File: src/rtl/imuca_isqrt.sv
// ----------------------------------------------------------------------------
// imuca_isqrt
// Bit-serial floor square root, two radicand bits per cycle.
// ----------------------------------------------------------------------------
module imuca_isqrt (
   input  logic        clock,
   input  logic        reset,
   input  logic        start,
   input  logic [47:0] radicand,
   output logic        done,
   output logic [23:0] root
);

   logic        busy_ff, busy_in, done_ff, done_in;
   logic [4:0]  cnt_ff, cnt_in;
   logic [47:0] n_ff, n_in, r_ff, r_in, bit_ff, bit_in;
   logic [47:0] trial;

   assign trial = r_ff + bit_ff;

   always_comb begin
      busy_in = busy_ff;
      done_in = 1'b0;
      cnt_in  = cnt_ff;
      n_in    = n_ff;
      r_in    = r_ff;
      bit_in  = bit_ff;
      if (start) begin
         busy_in = 1'b1;
         cnt_in  = '0;
         n_in    = radicand;
         r_in    = '0;
         bit_in  = 48'h4000_0000_0000;
      end else if (busy_ff) begin
         if (n_ff >= trial) begin
            n_in = n_ff - trial;
            r_in = (r_ff >> 1) + bit_ff;
         end else begin
            r_in = r_ff >> 1;
         end
         bit_in = bit_ff >> 2;
         cnt_in = cnt_ff + 5'd1;
         if (cnt_ff == 5'd23) begin
            busy_in = 1'b0;
            done_in = 1'b1;
         end
      end
   end

   always_ff @(posedge clock) begin
      if (reset) begin
         busy_ff <= 1'b0;
         done_ff <= 1'b0;
      end else begin
         busy_ff <= busy_in;
         done_ff <= done_in;
      end
      cnt_ff <= cnt_in;
      n_ff   <= n_in;
      r_ff   <= r_in;
      bit_ff <= bit_in;
   end

   assign done = done_ff;
   assign root = r_ff[23:0];

endmodule

File: config.mk
export PLATFORM = sky130hd
export DESIGN_NAME = imuca_isqrt
export DESIGN_NICKNAME = d
export VERILOG_FILES = /design/src/rtl/imuca_isqrt.sv
export SDC_FILE = /design/constraint.sdc
export NUM_CORES = 1
export LEC_CHECK = 0
export BUFFER_PORTS_ARGS = -buffer_cell sky130_fd_sc_hd__buf_2
export CAP_MARGIN = 20
export CORE_AREA = 2 2 99 197
export CTS_CLUSTER_DIAMETER = 60
export DETAILED_ROUTE_END_ITERATION = 16
export DIE_AREA = 0 0 101 199
export GPL_TIMING_DRIVEN = 0
export PLACE_DENSITY_LB_ADDON = 0.2
export SLEW_MARGIN = 20
export SYNTH_ARGS = -nofsm -noshare
export SYNTH_HDL_FRONTEND = slang
export SYNTH_SLANG_ARGS = --single-unit
File: constraint.sdc
create_clock -name clock -period 10.2 [get_ports clock]
set_clock_uncertainty 0.1 [all_clocks]
set_input_delay 1.02 -clock clock [delete_from_list [all_inputs] [get_ports clock]]
set_output_delay 1.02 -clock clock [all_outputs]
set_load 0.01 [all_outputs]
==> results of run 1 <==
## logic make-up (layout without fill, tap and decap cells)
| kind of cell | Yosys count | in the layout | synth area share [%] |
|---|---|---|---|
| buf+inv | 129 | 237 | 5.42 |
| flops | 127 | 127 | 26.3 |
| simple gates | 486 | 486 | 19.4 |
| compound gates | 450 | 450 | 26.2 |
| xor+xnor | 111 | 111 | 8.45 |
| mux | 38 | 38 | 3.35 |
| fa+ha+maj | 100 | 100 | 10.9 |
## how the worst max path moves through the flow
stage | end | start | slack, ns | cells after the start
global placement | n_ff[41] | r_ff[4] | -1.25 | 17
detailed placement | n_ff[44] | r_ff[4] | 4.00 | 19
CTS | n_ff[46] | r_ff[4] | 3.95 | 19
floorplan | n_ff[0] | r_ff[20] | 1.98 | 19
finish | n_ff[46] | r_ff[4] | 3.73 | 19
global route | n_ff[46] | r_ff[4] | 3.56 | 22
## registers in the layout, summed over array words and instances (netlist names)
name,flops
done,1
cnt_ff,5
bit_ff,24
r_ff,48
n_ff,48
busy_ff,1
## cell usage after synthesis (19+ instances only)
cell type,instances,area (um2)
a211oi_1,35,263
a21o_1,28,210
a21oi_1,86,430
a31oi_1,40,250
buf_4,29,218
clkbuf_1,50,188
dfxtp_1,79,1580
edfxtp_1,48,1440
ha_1,99,1240
inv_1,27,101
mux2i_1,34,340
nand2_1,168,631
nand3_1,31,155
nand4_1,32,200
nor2_1,153,574
nor3_1,19,95.1
o21ai_0,91,455
o21ai_1,20,100
xnor2_1,45,394
xor2_1,66,578
## routing by layer
layer / wire, um / vias to the layer above
met4: 3640 / 0
met3: 2230 / 202
met2: 19500 / 483
met5: 0 / -
li1: - / 5525
met1: 13400 / 5455
## per-stage QoR
| stage | utilization, % | setup slack, ns | cell area, um2 |
|---|---|---|---|
| detailed placement | 65.4 | 4.00 | 12200 |
| floorplan | - | 1.98 | 11500 |
| global route | 69.1 | 3.56 | 12900 |
| global placement | 65.1 | -1.25 | 12100 |
| CTS | 69.1 | 3.95 | 12900 |
| finish | 69.1 | 3.73 | 12900 |
## worst register-to-register path, delay by kind of cell (launching register included)
family / cells / cell delay [ns]
adders and majority gates: 2 / 0.73
and+or+nand+nor: 3 / 1.44
buffers and inverters: 5 / 1.03
xor gates and xnor gates: 1 / 0.11
AOI/OAI and AO/OA: 8 / 2.30
DFF: 1 / 0.42
## where the power goes
part | switching [mW] | internal [mW]
registers | 0.0743 | 0.657
logic | 0.956 | 0.586
clock network | 0.254 | 0.460
total | 1.28 | 1.70
## area by class of cell
class / count / area [um2]
flip-flops and latches: 127 / 3020
plain buffers: 102 / 522
multi-input cells: 1185 / 7860
repair buffers: 76 / 425
well taps: 219 / 274
inverters: 27 / 101
fillers: 1641 / 5770
clock inverters: 11 / 166
clock buffers: 21 / 514
==> impl_results.md, run 1 <==
- Status: complete, no violations
- IO Pins: 76
- Endpoint, Worst Hold: bit_ff[46]
- Pwr Density: 232 nW/um2
- Peak supply drop: 0.000165 V
- Area delta synth->final: 12.1%
- Drt total wl: 38,800 um
- Top delay family on crit path: compound AO/OA/AOI/OAI gates
- Layout cell share with drive strength beyond 1: 12.1%
- Placed insts: 1,736
- Synthesized netlist cell count: 1,441
- Initial antenna violation count: 0
- Crit Path Max Fanout: 24
- Synth Warn #: 0
- CTS clk-pin slew, worst paths: 0.06 ns
- Distinct cells, synth: 80
- Routability cong.: 1.07
- Layout Cells excl Fill: 1,768
- Worst-Skew Late Latency: 0.45 ns
- Clock sink count: 127
- # port buffers: 74
- Via count: 11,700
- CTS hold repair buffers: 0
- Post-synth ARST share: 0%
- Setup violators final: 0
- Max-slew violations: 0
- Fin crit period: 6.47 ns
- Final nets: 1,687
- Die Ht: 199 um
- Total grt overflow: 0
- Wirelength per Cell: 21.9 um
- Met1 Use GR: 38.8%
- DP Wirelength: 30,000 um
- Required @ worst endpoint: 10.25 ns
- Post-CTS sizing: 0
- Tightest Pin Transition: 1.03 ns
- R2R Path End: n_ff[46]
- Most used cell along the critical path: a211oi_1
- Crit share post-route: 63.4%
- Core area: 18,700 um2
- Vias in the first global route: 11,600
- Busiest grt layer: met2
- CTS Buf Count: 17
- Post-synth EDFFs: 48
- RSZ-0062 raised after global routing: false
- FMAX: 0.155 GHz
- Synthesis-stage register bit count: 127
- R2R depth: 19
- Cell Chain, Critical Path: ha_1, a211oi_1, a211oi_1, a31oi_1, o21bai_1, xnor2_1, ha_1, buf_4, nand4_1, nor4_1, nand3_1, a2111oi_2, a211oi_1, o21a_2, buf_6, buf_2, o21ai_4, buf_16, buf_16
- GRT Resource Usage Total: 39.1%
- GR met3 Demand/Resource: 6.99%
- Routed Antenna Nets: 0
- Critical path arrival: 6.51 ns
- Commonest non-fill, non-tap cells in the layout: nand2_1, nor2_1, ha_1
- Iteration-0 DRC Markers: 790
- GR Layer Usage met2: 68.7%
- CP Launch Type: register
- CTS H-Tree Depth: 4
- Most common cell after layout, fill and taps aside: nand2_1
- Hold depth: 1
- Setup fix buffers added after clock tree synthesis: 0
- Site Rows: 71
- Worst Hold Class: register to register
- Crit path kind: register to register
- Hold path start: bit_ff[46]
- Starting Density: 61.6%
- CTS max path bufs: 2
- Synthesized cell area: 11,500 um2
- Worst Hold Slack: 0.427 ns
- Post-route setup TNS: 0 ns
- Ys flop type: dfxtp_1
- Max cap viols: 0
- Pleak: 5.20 nW
- Reg-to-Reg Start: r_ff[4]
- Die ar.: 20,100 um2
- Worst slew margin: 30.9%
- WP buf/inv: 5
- Post-synthesis sequential area ratio: 26.3%
- Final Power: 2.99 mW
- Die Wd: 101 um
- Syn Area/Cell: 7.98 um2
- CP Capture Type: register
- First-pass DRT Iterations: 7
- Antenna diode count: 0
- Final routed DRC violation total: 0
- CTS tree: done
- CP max stage cell: nor4_1
- Post-Syn Nets: 1,592
- Critical path's largest stage delay: 0.93 ns
- Largest net degree at the start of global routing: 25
- Global-route wire length before repair: 60,100 um
- Clk root buf: clkbuf_16
- Reg2Reg Setup Slack: 3.73 ns
- Final hold vios: 0
- Vias per cell: 6.60
(Power assumes the default switching activity.)
==> inputs of run 2 (changes only) <==
- CORE_AREA: 2 2 99 197 -> 2 2 104 206
- DIE_AREA: 0 0 101 199 -> 0 0 106 208
- clock period: 10.2 -> 5.9 ns (I/O delays scaled with it)
==> run 2 against run 1 <==
Compared with the run above:
- sequential power rose by 72%
- sequential share of layout area fell by 0.087 points
- non-clock buffer count fell by 1
- critical path type unchanged
==> impl_results.md, run 2 (synthesis results as in run 1) <==
- Status: complete, no violations
- WP buf/inv: 3
- Final instance area: 13,000 um2
- Post-route setup TNS: 0 ns
- DP Wirelength: 30,100 um
- Routability cong.: 0.982
- Largest net degree at the start of global routing: 24
- IO Pins: 76
- Clock sink count: 127
- Die ar.: 22,000 um2
- Max-slew violations: 0
- Placed insts: 1,783
- Max cap viols: 0
- Initial antenna violation count: 0
- Most common cell after layout, fill and taps aside: nand2_1
- Post-route worst setup slack: 0.220 ns
- Worst Hold Slack: 0.217 ns
- CTS Buf Count: 17
- # port buffers: 74
- Drt total wl: 39,100 um
- CTS hold repair buffers: 0
- Layout cell share with drive strength beyond 1: 13.0%
- Crit Path Max Fanout: 23
- Pwr Density: 390 nW/um2
- Top delay family on crit path: simple AND/OR/NAND/NOR gates
- Die Ht: 208 um
- Cell Chain, Critical Path: ha_1, a31oi_2, nor2_1, o211a_1, or4_4, a21bo_2, a21oi_1, nor2_1, o21ai_0, xor2_1, ha_1, nand2_2, nor2_1, nand2_1, or4_1, o21a_4, buf_8, o21ai_4, buf_16, buf_16
- Final nets: 1,686
- CP Launch Type: register
- Final routed DRC violation total: 0
- Antenna diode count: 0
- Via count: 11,600
- Global-route wire length before repair: 59,900 um
- Setup crit end: n_ff[41]
- Critical path arrival: 5.74 ns
- R2R depth: 20
- Final hold vios: 0
- Vias per cell: 6.37
- Peak supply drop: 0.000226 V
- Setup violators final: 0
- Wirelength per Cell: 21.6 um
- R2R Path End: n_ff[41]
- First-pass DRT Iterations: 6
- Worst slew margin: 22.2%
- Reg-to-Reg Start: r_ff[20]
- Tightest Pin Transition: 1.17 ns
- Pleak: 5.18 nW
- Required @ worst endpoint: 5.96 ns
- Most used cell along the critical path: nor2_1
- Fin crit period: 5.68 ns
- Area delta synth->final: 12.8%
- Worst Hold Class: input port to register
- Worst-Skew Late Latency: 0.45 ns
- Routed Antenna Nets: 0
- Core area: 20,500 um2
- CP Capture Type: register
- CP max stage cell: or4_1
- Reg2Reg Setup Slack: 0.22 ns
- Clk root buf: clkbuf_16
- Commonest non-fill, non-tap cells in the layout: nand2_1, nor2_1, ha_1
- Starting Density: 56.2%
- Crit share post-route: 96.3%
- CTS H-Tree Depth: 4
- RSZ-0062 raised after global routing: false
- Layout Cells excl Fill: 1,814
- CTS clk-pin slew, worst paths: 0.06 ns
- GRT Resource Usage Total: 35.3%
- Fin util: 63.4%
- FMAX: 0.176 GHz
- Site Rows: 74
- Vias in the first global route: 11,400
- Die Wd: 106 um
- DP Worst Slack: -0.440 ns
- Total grt overflow: 0
- Final Power: 5.06 mW
- Critical Path Stages: 20
- Iteration-0 DRC Markers: 851
- Regs by FF count: n_ff x48, r_ff x48, bit_ff x24
- CTS max path bufs: 2
- Placed Instance Area: 12,300 um2
- Crit path kind: register to register
- Critical path's largest stage delay: 0.59 ns
- CTS tree: done
- Worst setup path startpoint: r_ff[20]
[run 2: worst min path at each step]
stage | start | end | slack (ns) | cells after the start
6_report | reset | busy_ff | 0.22 | 2
5_1_grt | reset | busy_ff | 0.22 | 2
4_1_cts | reset | busy_ff | 0.20 | 2
3_5_place_dp | cnt_ff[4] | cnt_ff[4] | 0.41 | 2
3_3_place_gp | cnt_ff[4] | cnt_ff[4] | 0.39 | 2
2_1_floorplan | r_ff[0] | r_ff[0] | 0.38 | 2
[run 2: worst reg2reg max path: cells and delay by family (launching register included)]
family / cells / cell delay (ns)
buf+inv: 3 / 0.60
compound gates: 7 / 1.69
fa+ha+maj: 2 / 0.74
simple gates: 7 / 1.68
xor+xnor: 1 / 0.13
flops: 1 / 0.44
[run 2: cell type report]
cell class | instances | area (um2)
well taps | 266 | 333
flip-flops and latches | 127 | 3030
plain buffers | 100 | 519
fillers | 1897 | 7500
clock buffers | 25 | 529
multi-input cells | 1185 | 7950
repair buffers | 77 | 433
clock inverters | 7 | 70.1
inverters | 27 | 101
[run 2: power breakdown]
part	switching [mW]	internal, mW	leakage (nW)
logic	1.67	1.03	3.76
registers	0.126	1.14	1.13
clock network	0.429	0.666	0.297
[run 2: timing repair]
item | CTS | global route
setup endpoints to repair | 48 | 96
buffers inserted | 1 | 0
pin swaps | 1 | 2
gates resized for setup | 3 | 22
cloned | 0 | 0
[run 2: routing by layer]
| metal | share of wire [%] | GRT usage (%) | vias to the layer above | wire length, um |
|---|---|---|---|---|
| li1 | - | - | 5508 | - |
| met1 | 35 | 35.4 | 5411 | 13700 |
| met4 | 8.9 | 28.5 | 0 | 3470 |
| met5 | 0 | 0 | - | 0 |
| met2 | 51 | 63.8 | 449 | 20100 |
| met3 | 4.8 | 4.54 | 184 | 1880 |
