<file path="config.mk">
export PLATFORM = sky130hd
export DESIGN_NAME = imuca_cordic
export DESIGN_NICKNAME = d
export VERILOG_FILES = /design/src/rtl/imuca_pkg.sv /design/src/rtl/imuca_cordic.sv
export SDC_FILE = /design/constraint.sdc
export NUM_CORES = 1
export LEC_CHECK = 0
export ABC_AREA = 0
export BUFFER_PORTS_ARGS = -buffer_cell sky130_fd_sc_hd__buf_2
export CAP_MARGIN = 5
export CORE_ASPECT_RATIO = 1.2
export CORE_UTILIZATION = 50
export CTS_CLUSTER_SIZE = 8
export DETAILED_ROUTE_END_ITERATION = 16
export PLACE_DENSITY_LB_ADDON = 0.1
export SLEW_MARGIN = 15
export SYNTH_ARGS = -nofsm -noshare
export SYNTH_HDL_FRONTEND = slang
export SYNTH_SLANG_ARGS = --single-unit
</file>
<file path="constraint.sdc">
create_clock -name clock -period 8.8 [get_ports clock]
set_clock_uncertainty 0.15 [all_clocks]
set_input_delay 0.44 -clock clock [delete_from_list [all_inputs] [get_ports clock]]
set_output_delay 0.44 -clock clock [all_outputs]
set_load 0.02 [all_outputs]
</file>
<file path="src/rtl/imuca_pkg.sv">
// ----------------------------------------------------------------------------
// imuca_pkg
// Shared types and constants for the complementary-filter attitude unit.
// ----------------------------------------------------------------------------
package imuca_pkg;

   localparam int CORDIC_STEPS = 20;
   localparam int ANGLE_W      = 25;
   localparam int CORDIC_W     = 40;
   localparam int ZACC_W       = 26;

   localparam logic signed [ANGLE_W-1:0] ANGLE_MAX = 25'sd11796480;
   localparam logic signed [ZACC_W-1:0]  DEG90     = 26'sd5898240;

   localparam logic [16:0] BLEND_RESET = 17'd64225;
   localparam logic [15:0] STEP_RESET  = 16'd655;

   localparam logic [2:0] CSR_BLEND    = 3'd0;
   localparam logic [2:0] CSR_STEP     = 3'd1;
   localparam logic [2:0] CSR_OFFSET_X = 3'd2;
   localparam logic [2:0] CSR_OFFSET_Y = 3'd3;
   localparam logic [2:0] CSR_OFFSET_Z = 3'd4;

   typedef struct packed {
      logic start;
      logic signed [CORDIC_W-1:0] y;
      logic signed [CORDIC_W-1:0] x;
   } cordic_req_type;

   typedef struct packed {
      logic done;
      logic signed [ANGLE_W-1:0] angle;
   } cordic_rsp_type;

   function automatic logic signed [ZACC_W-1:0] atan_entry(input logic [4:0] i);
      logic signed [ZACC_W-1:0] v;
      begin
         case (i)
            5'd0:  v = 26'sd2949120;
            5'd1:  v = 26'sd1740967;
            5'd2:  v = 26'sd919879;
            5'd3:  v = 26'sd466945;
            5'd4:  v = 26'sd234379;
            5'd5:  v = 26'sd117304;
            5'd6:  v = 26'sd58666;
            5'd7:  v = 26'sd29335;
            5'd8:  v = 26'sd14668;
            5'd9:  v = 26'sd7334;
            5'd10: v = 26'sd3667;
            5'd11: v = 26'sd1833;
            5'd12: v = 26'sd917;
            5'd13: v = 26'sd458;
            5'd14: v = 26'sd229;
            5'd15: v = 26'sd115;
            5'd16: v = 26'sd57;
            5'd17: v = 26'sd29;
            5'd18: v = 26'sd14;
            5'd19: v = 26'sd7;
            default: v = '0;
         endcase
         return v;
      end
   endfunction

endpackage

</file>
<file path="src/rtl/imuca_cordic.sv">
// ----------------------------------------------------------------------------
// imuca_cordic
// Iterative vectoring CORDIC: atan2(y, x) in degrees Q16, one step per cycle.
// ----------------------------------------------------------------------------
module imuca_cordic
   import imuca_pkg::*;
(
   input  logic           clock,
   input  logic           reset,
   input  cordic_req_type req,
   output cordic_rsp_type rsp
);

   logic                       busy_ff, busy_in;
   logic                       done_ff, done_in;
   logic [4:0]                 step_ff, step_in;
   logic signed [CORDIC_W-1:0] x_ff, x_in, y_ff, y_in;
   logic signed [ZACC_W-1:0]   z_ff, z_in;
   logic signed [CORDIC_W-1:0] xs, ys;
   logic signed [ZACC_W-1:0]   zc;

   assign xs = x_ff >>> step_ff;
   assign ys = y_ff >>> step_ff;

   always_comb begin
      busy_in = busy_ff;
      done_in = 1'b0;
      step_in = step_ff;
      x_in    = x_ff;
      y_in    = y_ff;
      z_in    = z_ff;
      if (req.start) begin
         step_in = '0;
         if (req.x == '0 && req.y == '0) begin
            busy_in = 1'b0;
            done_in = 1'b1;
            z_in    = '0;
         end else begin
            busy_in = 1'b1;
            x_in    = req.x;
            y_in    = req.y;
            z_in    = '0;
            if (req.x < 0) begin
               if (req.y >= 0) begin
                  x_in = req.y;
                  y_in = -req.x;
                  z_in = DEG90;
               end else begin
                  x_in = -req.y;
                  y_in = req.x;
                  z_in = -DEG90;
               end
            end
         end
      end else if (busy_ff) begin
         if (y_ff >= 0) begin
            x_in = x_ff + ys;
            y_in = y_ff - xs;
            z_in = z_ff + atan_entry(step_ff);
         end else begin
            x_in = x_ff - ys;
            y_in = y_ff + xs;
            z_in = z_ff - atan_entry(step_ff);
         end
         step_in = step_ff + 5'd1;
         if (step_ff == 5'(CORDIC_STEPS - 1)) begin
            busy_in = 1'b0;
            done_in = 1'b1;
         end
      end
   end

   always_ff @(posedge clock) begin
      if (reset) begin
         busy_ff <= 1'b0;
         done_ff <= 1'b0;
      end else begin
         busy_ff <= busy_in;
         done_ff <= done_in;
      end
      step_ff <= step_in;
      x_ff    <= x_in;
      y_ff    <= y_in;
      z_ff    <= z_in;
   end

   always_comb begin
      if (z_ff > ZACC_W'(ANGLE_MAX))       zc = ZACC_W'(ANGLE_MAX);
      else if (z_ff < -ZACC_W'(ANGLE_MAX)) zc = -ZACC_W'(ANGLE_MAX);
      else                                 zc = z_ff;
   end

   assign rsp.done  = done_ff;
   assign rsp.angle = ANGLE_W'(zc);

endmodule

</file>
==> results of run 1 <==
[per-layer routing]
metal	GRT usage, %	vias to the layer above
li1	-	9898
met1	51.71	10503
met2	61.97	1228
met3	8.059	281
met4	29.34	0
met5	0	-
[cell type report]
cell class	instances	area [um2]
sequential	135	3780
clock inverter	15	170.2
timing repair buffer	151	882.1
fill	4045	19710
tap	552	690.7
multi-input combinational	2235	16780
inverter	64	240.2
clock buffer	17	425.4
[through the flow]
step | hold slack (ns) | setup WS (ns) | instance area (um2)
3_3_place_gp | 0.5206 | 0.9096 | 22360
5_1_grt | 0.05375 | 0.4350 | 22970
3_5_place_dp | 0.5262 | 0.9395 | 22360
4_1_cts | 0.03297 | 0.9149 | 22950
2_1_floorplan | 0.3591 | 2.165 | 21610
6_report | 0.06073 | 0.7575 | 22970
[worst max-delay path by stage]
stage | startpoint | end | cells after the start
4_1_cts | step_ff[1] | y_ff[39] | 21
3_3_place_gp | step_ff[1] | y_ff[39] | 21
2_1_floorplan | step_ff[4] | x_ff[31] | 24
5_1_grt | step_ff[3] | y_ff[39] | 20
3_5_place_dp | step_ff[1] | y_ff[39] | 21
6_report | step_ff[3] | y_ff[39] | 20
[logic make-up after synthesis]
| group | count (synthesis) |
|---|---|
| AOI/OAI and AO/OA | 821 |
| and+or+nand+nor | 810 |
| xor gates and xnor gates | 246 |
| muxes | 234 |
| buffers and inverters | 228 |
| DFF | 135 |
| adders and majority gates | 124 |
[cell usage in the layout, fill, tap and decap left out, drive strengths merged, types with 15 or more instances in the layout]
cell type / count
a31oi: 36
nand2: 259
edfxtp: 106
nor2: 194
o21a: 20
nor4: 21
buf: 151
a21oi: 158
dfxtp: 29
a211oi: 26
and2: 17
mux2: 60
o21bai: 19
nor3: 55
nand4: 15
mux2i: 75
inv: 65
or2: 24
a21o: 63
and3: 38
o22ai: 26
clkbuf: 17
nand3: 51
nor2b: 27
ha: 120
o31ai: 40
or3: 26
a221oi: 15
xnor2: 148
nand2b: 34
mux4: 99
o211ai: 84
o21ai: 212
xor2: 97
==> impl_metrics.ini, run 1 <==
[die]
num_rows = 83
initial_core_util_pct = 50.63
ios = 109
die_h_um = 229.7
die_area_um2 = 44060
coreArea_um2 = 42680
die_w_um = 191.8

[routing]
wl_met1_um = 35540
top_layer = met4
drc_errors = 0
ant_nets = 0
routed_via_density = 6.914
first_iter_violations = 2535
wl_per_cell_um = 28.58
wl_met2_um = 39780
drtPass1Iterations = 6
wl_met3_um = 7941
wl_um = 90570
vias = 21910

[sta]
tightestPinTransition_ns = 1.137
finalHoldViolations = 0
fmax_mhz = 124.3
tns_ns = 0
drv_slew = 0
finalSetupViolCount = 0
timing.slew.headroom_pct = 23.51
rsz0062_at_grt = false
period_share_pct = 91.39
fin_crit_ns = 8.042

[synthesis]
ys_top_cells_by_count = nand2_1 (257), o21ai_0 (206), nor2_1 (194)
syn-instance-count = 2598
yosys_warnings = 0
synth_mux_area_share_pct = 16.92
synth_top_area_cell = edfxtp_1
ys_seq_area_share_pct = 17.42
post-synth-top-count-cell = nand2_1
synth_xor_xnor_area_share_pct = 10.04
ys.flop_type = edfxtp_1
ys_ff_latch = 135
synth_top_area_share_pct = 14.73
syn-cell-area_um2 = 21610
syn-mean-instance-area_um2 = 8.318
synthArstFlopShare_pct = 0
synth-simple-area-share_pct = 18.34
synth.distinct_cells = 102
synth_top_family_by_area = compound AO/OA/AOI/OAI gates
synth_edf_count = 106
synthAdderAreaFrac_pct = 7.272
synth.area.top_cells = edfxtp_1 (15%), mux4_2 (10%), ha_1 (6.9%)
syn-num-nets = 2804
synth_compound_area_share_pct = 24.97

[placed_design]
placedCellCount = 3136
place_congestion = 1.053
hpwl_um = 69570
port_buffers = 108

[finish]
antennaDiodeCount = 0
area_delta_synth_final_pct = 6.282
stdcell_count = 3169
postLayoutCoreUtil_pct = 53.81
drive_above_1_share_pct = 15.25
nets = 2810

[min_path]
hold_depth = 2
holdCritPathClass = input pin to flop
min_to = busy_ff
hp-start = reset

[job]
max_cap_viol_count = 0

[worst_setup_path]
r2r_start = step_ff[3]
worstSetupEndpointType = flop
critPathMaxStageDelay_ns = 0.88
crit_family = compound AO/OA/AOI/OAI gates
reg2reg_depth = 20
path_buf_inv = 1
reg2reg_to = y_ff[39]
critPathMaxFanout = 60
start_kind = flop
cp.arrival_ns = 8.07
crit_top_cell = a21oi_1
slowest_stage = a2111oi_2
cp_cell_sequence = clkinv_1 > nand2_1 > a21oi_1 > a2111oi_2 > nand4b_2 > nor3_1 > nand4_1 > or4_1 > a21oi_1 > o21ai_0 > ha_1 > a2111o_1 > a2111oi_0 > o211ai_1 > a31oi_1 > a21oi_1 > a31oi_1 > o21bai_1 > xor3_1 > o21ai_1
ff2ff_setup_slack_ns = 0.76
worstPathRequired_ns = 8.83
crit_type = flop to flop

[grt]
grt_pass1_wl_um = 133400
antenna_found_initial = 0
track_usage_pct = 40.95
grt_pass1_vias = 20382
grt_max_degree = 85
overflow = 0

[clock_tree]
htreeDepth = 4
cts_tree = yes
ctsResizeCount = 0
postCtsSetupRepairBufs = 0
root_buffer = clkbuf_16
clockBufferDepth = 2
clk_pin_slew_ns = 0.07
postCtsHoldBufs = 0
clock_latency_ns = 0.46
cts_buffers = 17
clock_sinks = 135

[status]
status = complete, no violations
Power of run 1 is left out: the tool's default activity adds up to more than one toggle a clock period on the data nets, which glitch-free logic cannot reach.
==> inputs of run 2 (changes only) <==
CORE_ASPECT_RATIO = 1.75   (was 1.2)
==> run 2 against run 1 <==
Effect of this change: critical path depth increased by 1; first-iteration DRC count decreased by 20%; hold slack got worse by 0.026 ns; flip-flop and latch count unchanged; sequential share of layout area about the same; non-clock buffer count unchanged; worst setup slack got worse by 0.17 ns; final area increased by 0.20%; maximum frequency decreased by 2.1%; register-to-register slack got worse by 0.17 ns; clock-buffer cell count increased by 6; largest cell class unchanged.
==> impl_metrics.ini, run 2 (same netlist as run 1, synthesis figures left out) <==
[worst_setup_path]
slowest_stage = dfxtp_4
worstPathRequired_ns = 8.81
crit_type = flop to flop
cp_cell_sequence = buf_4 > mux4_2 > mux2i_1 > o221ai_1 > nor3_1 > nand4b_2 > nor3_1 > nand4_1 > or4_1 > a21oi_1 > o21ai_0 > ha_1 > a2111o_1 > a2111oi_0 > o211ai_1 > a31oi_1 > a21oi_1 > a31oi_1 > o21bai_1 > xor3_1 > o21ai_1
critPathMaxFanout = 52
worstSetupEndpointType = flop
critPathMaxStageDelay_ns = 0.82
cp.arrival_ns = 8.23
start_kind = flop
ff2ff_setup_slack_ns = 0.59

[sta]
fmax_mhz = 121.8
tightestPinTransition_ns = 1.327
period_share_pct = 93.32
timing.slew.headroom_pct = 10.97
fin_crit_ns = 8.212
rsz0062_at_grt = false
drv_slew = 0
finalSetupViolCount = 0
tns_ns = 0
finalHoldViolations = 0

[finish]
fill_cells = 4066
layout_commonest_cell = nand2_1
layout_common_cells = nand2_1 (256), o21ai_0 (205), nor2_1 (193)
nets = 2810
drive_above_1_share_pct = 15.09
multiInputGateArea_um2 = 16770
area_delta_synth_final_pct = 6.490
regArea_um2 = 3780

[placed_design]
place_congestion = 1.053
hpwl_um = 75030
port_buffers = 108

[die]
num_rows = 100
ios = 109
initial_core_util_pct = 50.80
die_area_um2 = 44090
coreArea_um2 = 42540
die_w_um = 159.2
die_h_um = 277.0

[routing]
vias = 22493
drtPass1Iterations = 8
routed_via_density = 7.062
first_iter_violations = 2029
drc_errors = 0
ant_nets = 0
wl_per_cell_um = 30.40
wl_um = 96810

[clock_tree]
cts_buffers = 17
ctsResizeCount = 0
clockBufferDepth = 2
root_buffer = clkbuf_16
clock_sinks = 135
cts_tree = yes
htreeDepth = 4
clock_latency_ns = 0.45
clk_pin_slew_ns = 0.07
postCtsSetupRepairBufs = 0
postCtsHoldBufs = 0

[job]
max_cap_viol_count = 0

[grt]
grt_pass1_vias = 22080
grt_pass1_wl_um = 141700
overflow = 0
track_usage_pct = 43.36
grt_max_degree = 99
antenna_found_initial = 6

[min_path]
holdCritPathClass = input pin to flop

[status]
status = complete, no violations
[run 2: cell count changes in the layout (fill, tap and decap cells not counted), sizes merged]
cell      delta
clkinv       +1
diode        +7
clkinvlp     -3
inv          -3
clkbuf       +6
bufinv       -1
[run 2: metrics by stage]
| stage | utilization, % | std cells | instance area [um2] | hold slack (ns) | worst slack (ns) |
|---|---|---|---|---|---|
| CTS | 54.04 | 3178 | 22990 | 0.01622 | 0.8543 |
| detailed placement | 52.62 | 3146 | 22390 | 0.4905 | 0.9356 |
| finish | 54.10 | 3185 | 23010 | 0.03485 | 0.5880 |
| floorplan | - | 2598 | 21610 | 0.3591 | 2.165 |
| global route | 54.07 | 3181 | 23000 | 0.04166 | 0.2617 |
| global placement | 52.62 | 3146 | 22390 | 0.4819 | 1.025 |
[run 2: cell type report]
class | instances | area share [%]
antenna | 7 | 0.07612
clock buffer | 23 | 2.267
clock inverter | 9 | 0.3643
inverter | 64 | 1.044
multi-input combinational | 2235 | 72.88
sequential | 135 | 16.42
tap | 561 | 3.050
timing repair buffer | 151 | 3.898
[run 2: worst max-delay path: cells and delay by family (launching register included)]
family	cells	cell delay [ns]
mux	2	0.84
compound gates	11	2.73
xor+xnor	1	0.19
flops	1	0.82
simple gates	5	2.40
buf+inv	1	0.44
fa+ha+maj	1	0.31
[run 2: metal layers]
metal / wire, um / up-vias / global-route usage, % / share of wire (%)
li1: - / 9914 / - / -
met1: 30880 / 10832 / 42.17 / 32
met2: 47540 / 1289 / 74.98 / 49
met3: 7118 / 458 / 8.687 / 7.4
met4: 11270 / 0 / 43.86 / 12
met5: 0 / - / 0 / 0
[run 2: path summary, 6_finish.rpt]
kind | startpoint | end | cells after the start
setup / recovery | step_ff[2] | y_ff[39] | 21
hold / removal | reset | busy_ff | 2
setup reg to reg | step_ff[2] | y_ff[39] | 21
hold reg to reg | step_ff[0] | step_ff[0] | 2
Power of run 2 is left out for the same reason.
